File: config.mk
export PLATFORM = sky130hd
export DESIGN_NAME = softmax_normalizer
export DESIGN_NICKNAME = d
export VERILOG_FILES = /design/src/hdl/smx_pkg.sv /design/src/hdl/smx_front.sv /design/src/hdl/smx_divider.sv /design/src/hdl/smx_back.sv /design/src/hdl/softmax_normalizer.sv
export SDC_FILE = /design/constraint.sdc
export NUM_CORES = 2
export LEC_CHECK = 0
export BUFFER_PORTS_ARGS = -buffer_cell sky130_fd_sc_hd__buf_2
export CORE_MARGIN = 2
export CORE_UTILIZATION = 60
export CTS_CLUSTER_DIAMETER = 200
export DETAILED_ROUTE_END_ITERATION = 16
export GPL_ROUTABILITY_DRIVEN = 0
export PLACE_DENSITY = 0.87
export SLEW_MARGIN = 25
export SYNTH_ARGS = -nofsm -noshare
export SYNTH_HDL_FRONTEND = slang
export SYNTH_SLANG_ARGS = --single-unit
File: constraint.sdc
create_clock -name clk -period 23.3 [get_ports clk]
set_clock_uncertainty 0.05 [all_clocks]
set_input_delay 3.495 -clock clk [delete_from_list [all_inputs] [get_ports clk]]
set_output_delay 3.495 -clock clk [all_outputs]
set_load 0.01 [all_outputs]
File: src/hdl/smx_pkg.sv
// Shared types and constants for the softmax normalizer.
// Depends on nothing; used by every module under hdl.
package smx_pkg;

    localparam int LOGIT_W = 16;
    localparam int PROB_W  = 16;
    localparam int SUM_W   = 23;

    // Item passed from the front end to the back end
    typedef struct packed {
        logic [LOGIT_W-1:0] logit;
        logic               last;
    } smx_item_t;

    // exp(-k) for integer k, Q1.16
    function automatic logic [16:0] exp_int(input logic [4:0] k);
        logic [16:0] r;
        begin
            unique case (k)
                5'd0:  r = 17'd65536;
                5'd1:  r = 17'd24109;
                5'd2:  r = 17'd8869;
                5'd3:  r = 17'd3263;
                5'd4:  r = 17'd1200;
                5'd5:  r = 17'd442;
                5'd6:  r = 17'd162;
                5'd7:  r = 17'd60;
                5'd8:  r = 17'd22;
                5'd9:  r = 17'd8;
                5'd10: r = 17'd3;
                5'd11: r = 17'd1;
                default: r = 17'd0;
            endcase
            return r;
        end
    endfunction

    // exp(-h/16), Q1.16
    function automatic logic [16:0] exp_sixteenth(input logic [3:0] h);
        logic [16:0] r;
        begin
            unique case (h)
                4'd0:  r = 17'd65536;
                4'd1:  r = 17'd61565;
                4'd2:  r = 17'd57835;
                4'd3:  r = 17'd54331;
                4'd4:  r = 17'd51039;
                4'd5:  r = 17'd47947;
                4'd6:  r = 17'd45042;
                4'd7:  r = 17'd42314;
                4'd8:  r = 17'd39750;
                4'd9:  r = 17'd37341;
                4'd10: r = 17'd35079;
                4'd11: r = 17'd32954;
                4'd12: r = 17'd30957;
                4'd13: r = 17'd29081;
                4'd14: r = 17'd27319;
                default: r = 17'd25664;
            endcase
            return r;
        end
    endfunction

    // exp(-l/256), Q1.16
    function automatic logic [16:0] exp_fine(input logic [3:0] l);
        logic [16:0] r;
        begin
            unique case (l)
                4'd0:  r = 17'd65536;
                4'd1:  r = 17'd65280;
                4'd2:  r = 17'd65026;
                4'd3:  r = 17'd64772;
                4'd4:  r = 17'd64520;
                4'd5:  r = 17'd64268;
                4'd6:  r = 17'd64018;
                4'd7:  r = 17'd63768;
                4'd8:  r = 17'd63520;
                4'd9:  r = 17'd63272;
                4'd10: r = 17'd63025;
                4'd11: r = 17'd62781;
                4'd12: r = 17'd62535;
                4'd13: r = 17'd62291;
                4'd14: r = 17'd62048;
                default: r = 17'd61806;
            endcase
            return r;
        end
    endfunction

endpackage

File: src/hdl/smx_front.sv
// Front end: takes input items into a two-entry queue for the back end.
// Depends on smx_pkg.
module smx_front
    import smx_pkg::*;
(
    input  logic      clk,
    input  logic      rst_n,
    input  logic      in_valid,
    output logic      in_stall,
    input  smx_item_t in_item,
    output logic      q_valid,
    input  logic      q_pop,
    output smx_item_t q_item
);

    smx_item_t  mem_reg [2];
    logic       wr_ptr_reg, rd_ptr_reg;
    logic [1:0] cnt_reg;
    logic       push;

    assign in_stall = (cnt_reg == 2'd2);
    assign push     = in_valid && !in_stall;
    assign q_valid  = (cnt_reg != 2'd0);
    assign q_item   = mem_reg[rd_ptr_reg];

    // Store pushed items
    always_ff @(posedge clk)
    begin
        if (push)
        begin
            mem_reg[wr_ptr_reg] <= in_item;
        end
    end

    // Advance pointers and count
    always_ff @(posedge clk or negedge rst_n)
    begin
        if (!rst_n)
        begin
            wr_ptr_reg <= 1'b0;
            rd_ptr_reg <= 1'b0;
            cnt_reg    <= 2'd0;
        end
        else
        begin
            if (push)
            begin
                wr_ptr_reg <= ~wr_ptr_reg;
            end
            if (q_pop)
            begin
                rd_ptr_reg <= ~rd_ptr_reg;
            end
            cnt_reg <= cnt_reg + {1'b0, push} - {1'b0, q_pop};
        end
    end

`ifndef SYNTHESIS
    a_no_pop_empty: assert property (@(posedge clk) disable iff (!rst_n)
        q_pop |-> q_valid) else $error("pop from empty queue");
    a_cnt_range: assert property (@(posedge clk) disable iff (!rst_n)
        cnt_reg != 2'd3) else $error("queue count out of range");
    a_full_stall: assert property (@(posedge clk) disable iff (!rst_n)
        (cnt_reg == 2'd2 && !q_pop) |=> in_stall) else $error("full queue not stalled");
`endif

endmodule

File: src/hdl/smx_divider.sv
// Restoring divider: 40-bit dividend over 23-bit divisor, one quotient bit per cycle.
// Depends on smx_pkg.
module smx_divider
    import smx_pkg::*;
(
    input  logic             clk,
    input  logic             rst_n,
    input  logic             start,
    input  logic [39:0]      dividend,
    input  logic [SUM_W-1:0] divisor,
    output logic             done,
    output logic [39:0]      quotient
);

    logic [39:0]      q_reg;
    logic [SUM_W:0]   rem_reg;
    logic [SUM_W-1:0] den_reg;
    logic [5:0]       step_reg;
    logic             busy_reg;
    logic [SUM_W+1:0] trial;
    logic [SUM_W+1:0] shifted;

    assign shifted  = {rem_reg, q_reg[39]};
    assign trial    = shifted - {2'b00, den_reg};
    assign done     = busy_reg && (step_reg == 6'd0);
    assign quotient = q_reg;

    // Shift in one quotient bit per cycle
    always_ff @(posedge clk or negedge rst_n)
    begin
        if (!rst_n)
        begin
            busy_reg <= 1'b0;
            step_reg <= 6'd0;
            q_reg    <= '0;
            rem_reg  <= '0;
            den_reg  <= '0;
        end
        else if (start)
        begin
            busy_reg <= 1'b1;
            step_reg <= 6'd40;
            q_reg    <= dividend;
            rem_reg  <= '0;
            den_reg  <= divisor;
        end
        else if (busy_reg)
        begin
            if (step_reg == 6'd0)
            begin
                busy_reg <= 1'b0;
            end
            else
            begin
                step_reg <= step_reg - 6'd1;
                if (!trial[SUM_W+1])
                begin
                    rem_reg <= trial[SUM_W:0];
                    q_reg   <= {q_reg[38:0], 1'b1};
                end
                else
                begin
                    rem_reg <= shifted[SUM_W:0];
                    q_reg   <= {q_reg[38:0], 1'b0};
                end
            end
        end
    end

`ifndef SYNTHESIS
    a_step_busy: assert property (@(posedge clk) disable iff (!rst_n)
        (step_reg != 6'd0) |-> busy_reg) else $error("divider step without busy");
    a_done_drop: assert property (@(posedge clk) disable iff (!rst_n)
        (done && !start) |=> !busy_reg) else $error("divider stayed busy");
    a_start_busy: assert property (@(posedge clk) disable iff (!rst_n)
        start |=> (busy_reg && step_reg == 6'd40)) else $error("divider did not start");
`endif

endmodule

File: src/hdl/smx_back.sv
// Back end: buffers the vector, exponentiates, sums and normalizes.
// Depends on smx_pkg and smx_divider.
module smx_back
    import smx_pkg::*;
#(
    parameter int DEPTH = 64
)
(
    input  logic              clk,
    input  logic              rst_n,
    input  logic              q_valid,
    output logic              q_pop,
    input  smx_item_t         q_item,
    output logic              out_valid,
    input  logic              out_stall,
    output logic [PROB_W-1:0] probability,
    output logic              status,
    output logic              end_of_run
);

    localparam int AW = (DEPTH > 1) ? $clog2(DEPTH) : 1;
    localparam int CW = $clog2(DEPTH + 1);

    typedef enum logic [7:0] {
        ST_LOAD  = 8'b00000001,
        ST_ERD   = 8'b00000010,
        ST_EMUL1 = 8'b00000100,
        ST_EMUL2 = 8'b00001000,
        ST_EWR   = 8'b00010000,
        ST_DRD   = 8'b00100000,
        ST_DDIV  = 8'b01000000,
        ST_OUT   = 8'b10000000
    } state_t;

    state_t                state_reg, state_next;
    logic [LOGIT_W-1:0]    store [DEPTH];
    logic [LOGIT_W-1:0]    rd_data_reg;
    logic [AW-1:0]         rd_addr;
    logic                  wr_en;
    logic [AW-1:0]         wr_addr;
    logic [LOGIT_W-1:0]    wr_data;
    logic [CW-1:0]         count_reg;
    logic [CW-1:0]         idx_reg;
    logic signed [LOGIT_W-1:0] max_reg;
    logic [SUM_W-1:0]      sum_reg;
    logic                  ovf_reg;
    logic [12:0]           diff_reg;
    logic                  zero_reg;
    logic [16:0]           v_reg;
    logic [33:0]           prod;
    logic [16:0]           rounded;
    logic [16:0]           mul_b;
    logic [16:0]           e_val;
    logic [PROB_W-1:0]     prob_reg;
    logic                  status_reg, eor_reg;
    logic                  div_go_reg;
    logic                  div_start, div_done;
    logic [39:0]           div_q;
    logic [16:0]           full_diff;
    logic                  is_last_idx;

    assign q_pop = (state_reg == ST_LOAD) && q_valid;
    assign out_valid   = (state_reg == ST_OUT);
    assign probability = prob_reg;
    assign status      = status_reg;
    assign end_of_run  = eor_reg;
    assign is_last_idx = (idx_reg + CW'(1) == count_reg);

    // Buffer write during load and write-back of exponentials
    assign wr_en   = (q_pop && count_reg != CW'(DEPTH)) || (state_reg == ST_EWR);
    assign wr_addr = (state_reg == ST_LOAD) ? count_reg[AW-1:0] : idx_reg[AW-1:0];
    assign wr_data = (state_reg == ST_LOAD) ? q_item.logit : e_val[15:0];
    assign rd_addr = idx_reg[AW-1:0];

    always_ff @(posedge clk)
    begin
        if (wr_en)
        begin
            store[wr_addr] <= wr_data;
        end
        rd_data_reg <= store[rd_addr];
    end

    // Exponential: one table multiply per cycle, sixteenth step then fine step
    assign full_diff = {max_reg[LOGIT_W-1], max_reg} - {rd_data_reg[LOGIT_W-1], rd_data_reg};
    assign mul_b   = (state_reg == ST_EMUL2) ? exp_sixteenth(diff_reg[7:4])
                                             : exp_fine(diff_reg[3:0]);
    assign prod    = v_reg * mul_b;
    assign rounded = 17'((prod + 34'd32768) >> 16);
    assign e_val   = zero_reg ? 17'd0 : ((rounded > 17'd65535) ? 17'd65535 : rounded);

    // Start the divide in the cycle after the read, once the buffer data is registered
    assign div_start = div_go_reg;

    smx_divider u_div (
        .clk      (clk),
        .rst_n    (rst_n),
        .start    (div_start),
        .dividend ({8'd0, rd_data_reg, 16'd0} + {17'd0, sum_reg >> 1}),
        .divisor  (sum_reg),
        .done     (div_done),
        .quotient (div_q)
    );

    // Sequence the passes
    always_comb
    begin
        state_next = state_reg;
        unique case (state_reg)
            ST_LOAD:
            begin
                if (q_pop && q_item.last)
                begin
                    if (ovf_reg || count_reg == CW'(DEPTH))
                    begin
                        state_next = ST_OUT;
                    end
                    else
                    begin
                        state_next = ST_ERD;
                    end
                end
            end
            ST_ERD:   state_next = ST_EMUL1;
            ST_EMUL1: state_next = ST_EMUL2;
            ST_EMUL2: state_next = ST_EWR;
            ST_EWR:   state_next = is_last_idx ? ST_DRD : ST_ERD;
            ST_DRD:   state_next = ST_DDIV;
            ST_DDIV:  state_next = div_done ? ST_OUT : ST_DDIV;
            ST_OUT:
            begin
                if (!out_stall)
                begin
                    state_next = (status_reg || eor_reg) ? ST_LOAD : ST_DRD;
                end
            end
            default:  state_next = ST_LOAD;
        endcase
    end

    // Datapath registers
    always_ff @(posedge clk or negedge rst_n)
    begin
        if (!rst_n)
        begin
            state_reg  <= ST_LOAD;
            count_reg  <= '0;
            idx_reg    <= '0;
            max_reg    <= {1'b1, {(LOGIT_W-1){1'b0}}};
            sum_reg    <= '0;
            ovf_reg    <= 1'b0;
            status_reg <= 1'b0;
            eor_reg    <= 1'b0;
            prob_reg   <= '0;
            diff_reg   <= '0;
            zero_reg   <= 1'b0;
            v_reg      <= '0;
            div_go_reg <= 1'b0;
        end
        else
        begin
            state_reg  <= state_next;
            div_go_reg <= (state_reg == ST_DRD);
            unique case (state_reg)
                ST_LOAD:
                begin
                    idx_reg <= '0;
                    sum_reg <= '0;
                    if (q_pop)
                    begin
                        if (count_reg != CW'(DEPTH))
                        begin
                            count_reg <= count_reg + CW'(1);
                            if ($signed(q_item.logit) > max_reg)
                            begin
                                max_reg <= $signed(q_item.logit);
                            end
                        end
                        else
                        begin
                            ovf_reg <= 1'b1;
                        end
                        if (q_item.last && (ovf_reg || count_reg == CW'(DEPTH)))
                        begin
                            prob_reg   <= '0;
                            status_reg <= 1'b1;
                            eor_reg    <= 1'b1;
                        end
                    end
                end
                ST_ERD:
                begin
                end
                ST_EMUL1:
                begin
                    diff_reg <= full_diff[12:0];
                    zero_reg <= (full_diff > 17'd4096);
                    v_reg    <= exp_int({1'b0, full_diff[11:8]} | {full_diff[12], 4'd0});
                end
                ST_EMUL2:
                begin
                    v_reg <= rounded;
                end
                ST_EWR:
                begin
                    sum_reg <= sum_reg + SUM_W'(e_val);
                    idx_reg <= is_last_idx ? '0 : idx_reg + CW'(1);
                end
                ST_DRD:
                begin
                end
                ST_DDIV:
                begin
                    if (div_done)
                    begin
                        prob_reg   <= (div_q > 40'd65535) ? 16'hFFFF : div_q[15:0];
                        status_reg <= 1'b0;
                        eor_reg    <= is_last_idx;
                    end
                end
                ST_OUT:
                begin
                    if (!out_stall)
                    begin
                        if (status_reg || eor_reg)
                        begin
                            count_reg  <= '0;
                            idx_reg    <= '0;
                            max_reg    <= {1'b1, {(LOGIT_W-1){1'b0}}};
                            sum_reg    <= '0;
                            ovf_reg    <= 1'b0;
                            status_reg <= 1'b0;
                            eor_reg    <= 1'b0;
                        end
                        else
                        begin
                            idx_reg <= idx_reg + CW'(1);
                        end
                    end
                end
                default:
                begin
                end
            endcase
            // Hold the sixteenth-step product for the fine multiply in ST_EWR
            if (state_reg == ST_EMUL2)
            begin
                v_reg <= rounded;
            end
        end
    end

`ifndef SYNTHESIS
    a_count_bound: assert property (@(posedge clk) disable iff (!rst_n)
        count_reg <= CW'(DEPTH)) else $error("count past depth");
    a_out_hold: assert property (@(posedge clk) disable iff (!rst_n)
        (out_valid && out_stall) |=> (out_valid && $stable(prob_reg)))
        else $error("result changed under stall");
    a_err_zero: assert property (@(posedge clk) disable iff (!rst_n)
        (out_valid && status_reg) |-> (prob_reg == '0 && eor_reg))
        else $error("bad error result");
    a_no_pop_busy: assert property (@(posedge clk) disable iff (!rst_n)
        (state_reg != ST_LOAD) |-> !q_pop) else $error("pop while busy");
`endif

endmodule

File: src/hdl/softmax_normalizer.sv
// Top level of the softmax normalizer: front-end queue and back-end engine.
// Depends on smx_pkg, smx_front and smx_back.
//
// Logits stream in, one Q8.8 item per cycle while loading unless in_stall is
// raised, into a DEPTH-entry buffer; the item with last closes the vector. The
// engine then computes exp(x - max) for each element (buffer read, integer table
// lookup, two table multiplies, write-back), then a normalizing divide per element,
// which is a restoring divider producing one quotient bit per cycle. An
// overlong vector yields a single result with status set. Input items keep
// landing in a two-entry queue while the engine works, until it is full.
module softmax_normalizer
    import smx_pkg::*;
#(
    parameter int DEPTH = 64
)
(
    input  logic              clk,
    input  logic              rst_n,
    input  logic              in_valid,
    output logic              in_stall,
    input  logic [LOGIT_W-1:0] logit,
    input  logic              last,
    output logic              out_valid,
    input  logic              out_stall,
    output logic [PROB_W-1:0] probability,
    output logic              status,
    output logic              end_of_run
);

    smx_item_t in_item;
    smx_item_t q_item;
    logic      q_valid;
    logic      q_pop;

    assign in_item.logit = logit;
    assign in_item.last  = last;

    smx_front u_front (
        .clk      (clk),
        .rst_n    (rst_n),
        .in_valid (in_valid),
        .in_stall (in_stall),
        .in_item  (in_item),
        .q_valid  (q_valid),
        .q_pop    (q_pop),
        .q_item   (q_item)
    );

    smx_back #(
        .DEPTH (DEPTH)
    ) u_back (
        .clk         (clk),
        .rst_n       (rst_n),
        .q_valid     (q_valid),
        .q_pop       (q_pop),
        .q_item      (q_item),
        .out_valid   (out_valid),
        .out_stall   (out_stall),
        .probability (probability),
        .status      (status),
        .end_of_run  (end_of_run)
    );

endmodule

==> flow_summary.toml <==
[synthesis]
yosysUniqueCellTypes = 89
avgSynthCellArea_um2 = 14.8
ys_async_sr_fraction_pct = 16.0
synth_seq_area_share_pct = 58.2
yosys_warnings = 0
yosys_most_used_dff = "edfxtp_1"
syn_area_mm2 = 0.0640
synth_edf_count = 1058
syn_nets = 4780
syn_inst = 4315
yosys_register_bits = 1279

[cts]
cts_root_buf = "clkbuf_16"
clock_latency_ns = 0.77
numCtsBuffers = 116
cts_tree = "built"
cts-hold-fix-buffers = 0
clk_pin_slew_ns = 0.07
cts_sinks = 1279
ctsResizeCount = 0
cts_max_level = 3
post_cts_buffers = 0
clockBufferDepth = 3

[drt]
drc = 0
wirelength_um = 174000
wl_per_cell_um = 29.4
viasPerCell = 6.74
drtPass1Iterations = 9
drtAntennaViolNets = 0
drtIter0Drc = 6133
num_vias = 39700

[flow_run]
maxCapViolations = 0

[sta]
hold_violations = 0
holdWs_ns = 0.431
setup_slack_ns = 11.87
relSlewSlack_pct = 27.8
setup_tns_ns = 0
fmax_mhz = 87.5
rsz0062_at_grt = "false"
fin_crit_sh_pct = 49.0
setup_viol = 0
final_max_slew_viol_count = 0
worst_pin_slew_ns = 1.08
min_period_ns = 11.43

[die]
die_area_mm2 = 0.109
die_w_um = 331
rows = 119
fp.coreArea_mm2 = 0.106
io_pins = 41
die_y_um = 331
initial_utilization_pct = 60.6

[final_layout]
area_delta_synth_final_pct = 9.70
fillers = 6636
final_cell_mix = "edfxtp_1, inv_1, mux4_2, nand2_1, fa_1"
fin_nets = 4860
stdcell_count = 5893
largest_reg_flops = 1024
layout_commonest_cell = "edfxtp_1"
design_area_mm2 = 0.0702
drive_above_1_share_pct = 16.7

[global_routing]
first_global_vias = 39900
grt_max_degree = 174
grtUsageTotal_pct = 32.4
grt_pass1_wl_um = 259000
gr-total-overflow = 0
antenna_found_initial = 17

[placement]
post_dp_cell_area_mm2 = 0.0662
place_ws_ns = 11.88
hpwl_um = 102000
placed_cells = 5664
portBuffers = 40

[min_path]
min_from = "u_back.probability[0]"
hp-class = "reg2reg"
holdPathEnd = "u_back.probability[0]"
hold_path_depth = 2

[pwr]
p_leak_uw = 0.0263
powerDensity_mw_per_mm2 = 107
ir_worst_vdd_mv = 0.159

[setup_path]
arrival_ns = 11.99
slowest_stage = "xnor2_2"
reg2reg_depth = 35
cp_max_fo = 16
critPathKind = "reg2reg"
r2r_start = "u_back.state_reg[0]"
worstPathRequired_ns = 23.86
regToRegSetupSlack_ns = 11.87
critPathCaptureType = "register"
cpMostUsedCell = "fa_1"
cp_slowest_stage_delay_ns = 0.83
critPathLaunchType = "register"
timing.rr.end = "u_back.sum_reg[20]"

[outcome]
status = "finished clean"
-- worst max-delay path by stage --
| stage | start | endpoint | slack (ns) | cells past startpoint |
|---|---|---|---|---|
| 2_1_floorplan | u_back.state_reg[1] | u_back.sum_reg[16] | 13.28 | 40 |
| 4_1_cts | u_back.state_reg[1] | u_back.sum_reg[20] | 11.85 | 34 |
| 6_report | u_back.state_reg[0] | u_back.sum_reg[20] | 11.87 | 35 |
| 3_5_place_dp | u_back.state_reg[1] | u_back.sum_reg[20] | 11.88 | 34 |
| 5_1_grt | u_back.state_reg[1] | u_back.sum_reg[19] | 11.09 | 34 |
| 3_3_place_gp | u_back.state_reg[1] | u_back.sum_reg[22] | 12.44 | 34 |
-- critical path: cells and delay by family, from the launching register on --
family                   cells  cell delay [ns]
adder cells (fa/ha/maj)      9             4.13
buffers and inverters        4             0.55
AND/OR/NAND/NOR              5             0.92
flip-flops                   1             0.56
AO/OA/AOI/OAI               16             4.24
XOR/XNOR                     1             0.83
-- per-stage QoR --
stage / utilization, % / power [µW]
global placement: 62.7 / 5270
CTS: 66.4 / 7400
finish: 66.5 / 7520
global route: 66.5 / 7750
detailed placement: 62.7 / 5420
floorplan: - / 4600
-- synthesized netlist by cell type (7+ instances only) --
cell	n	area, µm²
nor4_1	14	87.6
a21o_1	30	225
a211oi_1	24	180
a31oi_1	13	81.3
xor2_1	33	289
nand4_1	12	75.1
o41ai_1	7	61.3
a21oi_2	9	78.8
and2_1	146	913
mux2_2	29	327
clkbuf_1	155	582
ha_1	217	2720
nor3b_1	7	52.6
a211o_1	7	61.3
nand3_1	57	285
edfxtp_1	1058	31800
or2_2	8	50.1
and3_1	22	138
o31ai_1	16	120
dfrtp_1	203	5080
nor3_1	25	125
o21ai_0	191	956
inv_1	418	1570
fa_1	227	4540
o21a_1	11	82.6
nand2b_1	40	250
nand2_1	326	1220
a21oi_1	98	490
o211ai_1	18	135
mux4_2	337	7590
dfxtp_1	16	320
mux2i_1	74	741
nor2_1	208	781
nor2b_1	43	269
xnor2_1	62	543
buf_1	32	120
-- kinds of logic after synthesis --
| family | Yosys count | synth area share (%) |
|---|---|---|
| flip-flops | 1279 | 58.2 |
| multiplexers | 440 | 13.5 |
| AND/OR/NAND/NOR | 941 | 7.10 |
| buffers and inverters | 616 | 3.65 |
| other | 1 | 0.00586 |
| XOR/XNOR | 95 | 1.30 |
| adder cells (fa/ha/maj) | 444 | 11.3 |
| AO/OA/AOI/OAI | 499 | 4.89 |
-- routing by layer --
metal	up-vias	global-route usage [%]	part of all wire [%]
li1	16000	-	-
met1	20000	42.0	34
met2	3071	52.9	49
met3	660	7.21	11
met4	25	14.6	5.3
met5	-	0.348	0.10
-- power breakdown --
part	total, µW	switching [µW]	internal (µW)
sequential	3260	150	3110
combinational	2300	1650	653
clock	1970	898	1070
total	7520	2700	4830
-- layout make-up --
class,count,area [µm²],share of cell area (%)
sequential,1279,37200,53.1
multi-input combinational,2420,24600,35.0
clock buffer,136,2980,4.24
tap,1391,1740,2.48
inverter,422,1590,2.26
timing repair buffer,156,1180,1.68
clock inverter,84,883,1.26
antenna,5,12.5,0.0178
Power figures use the tool's default switching activity.
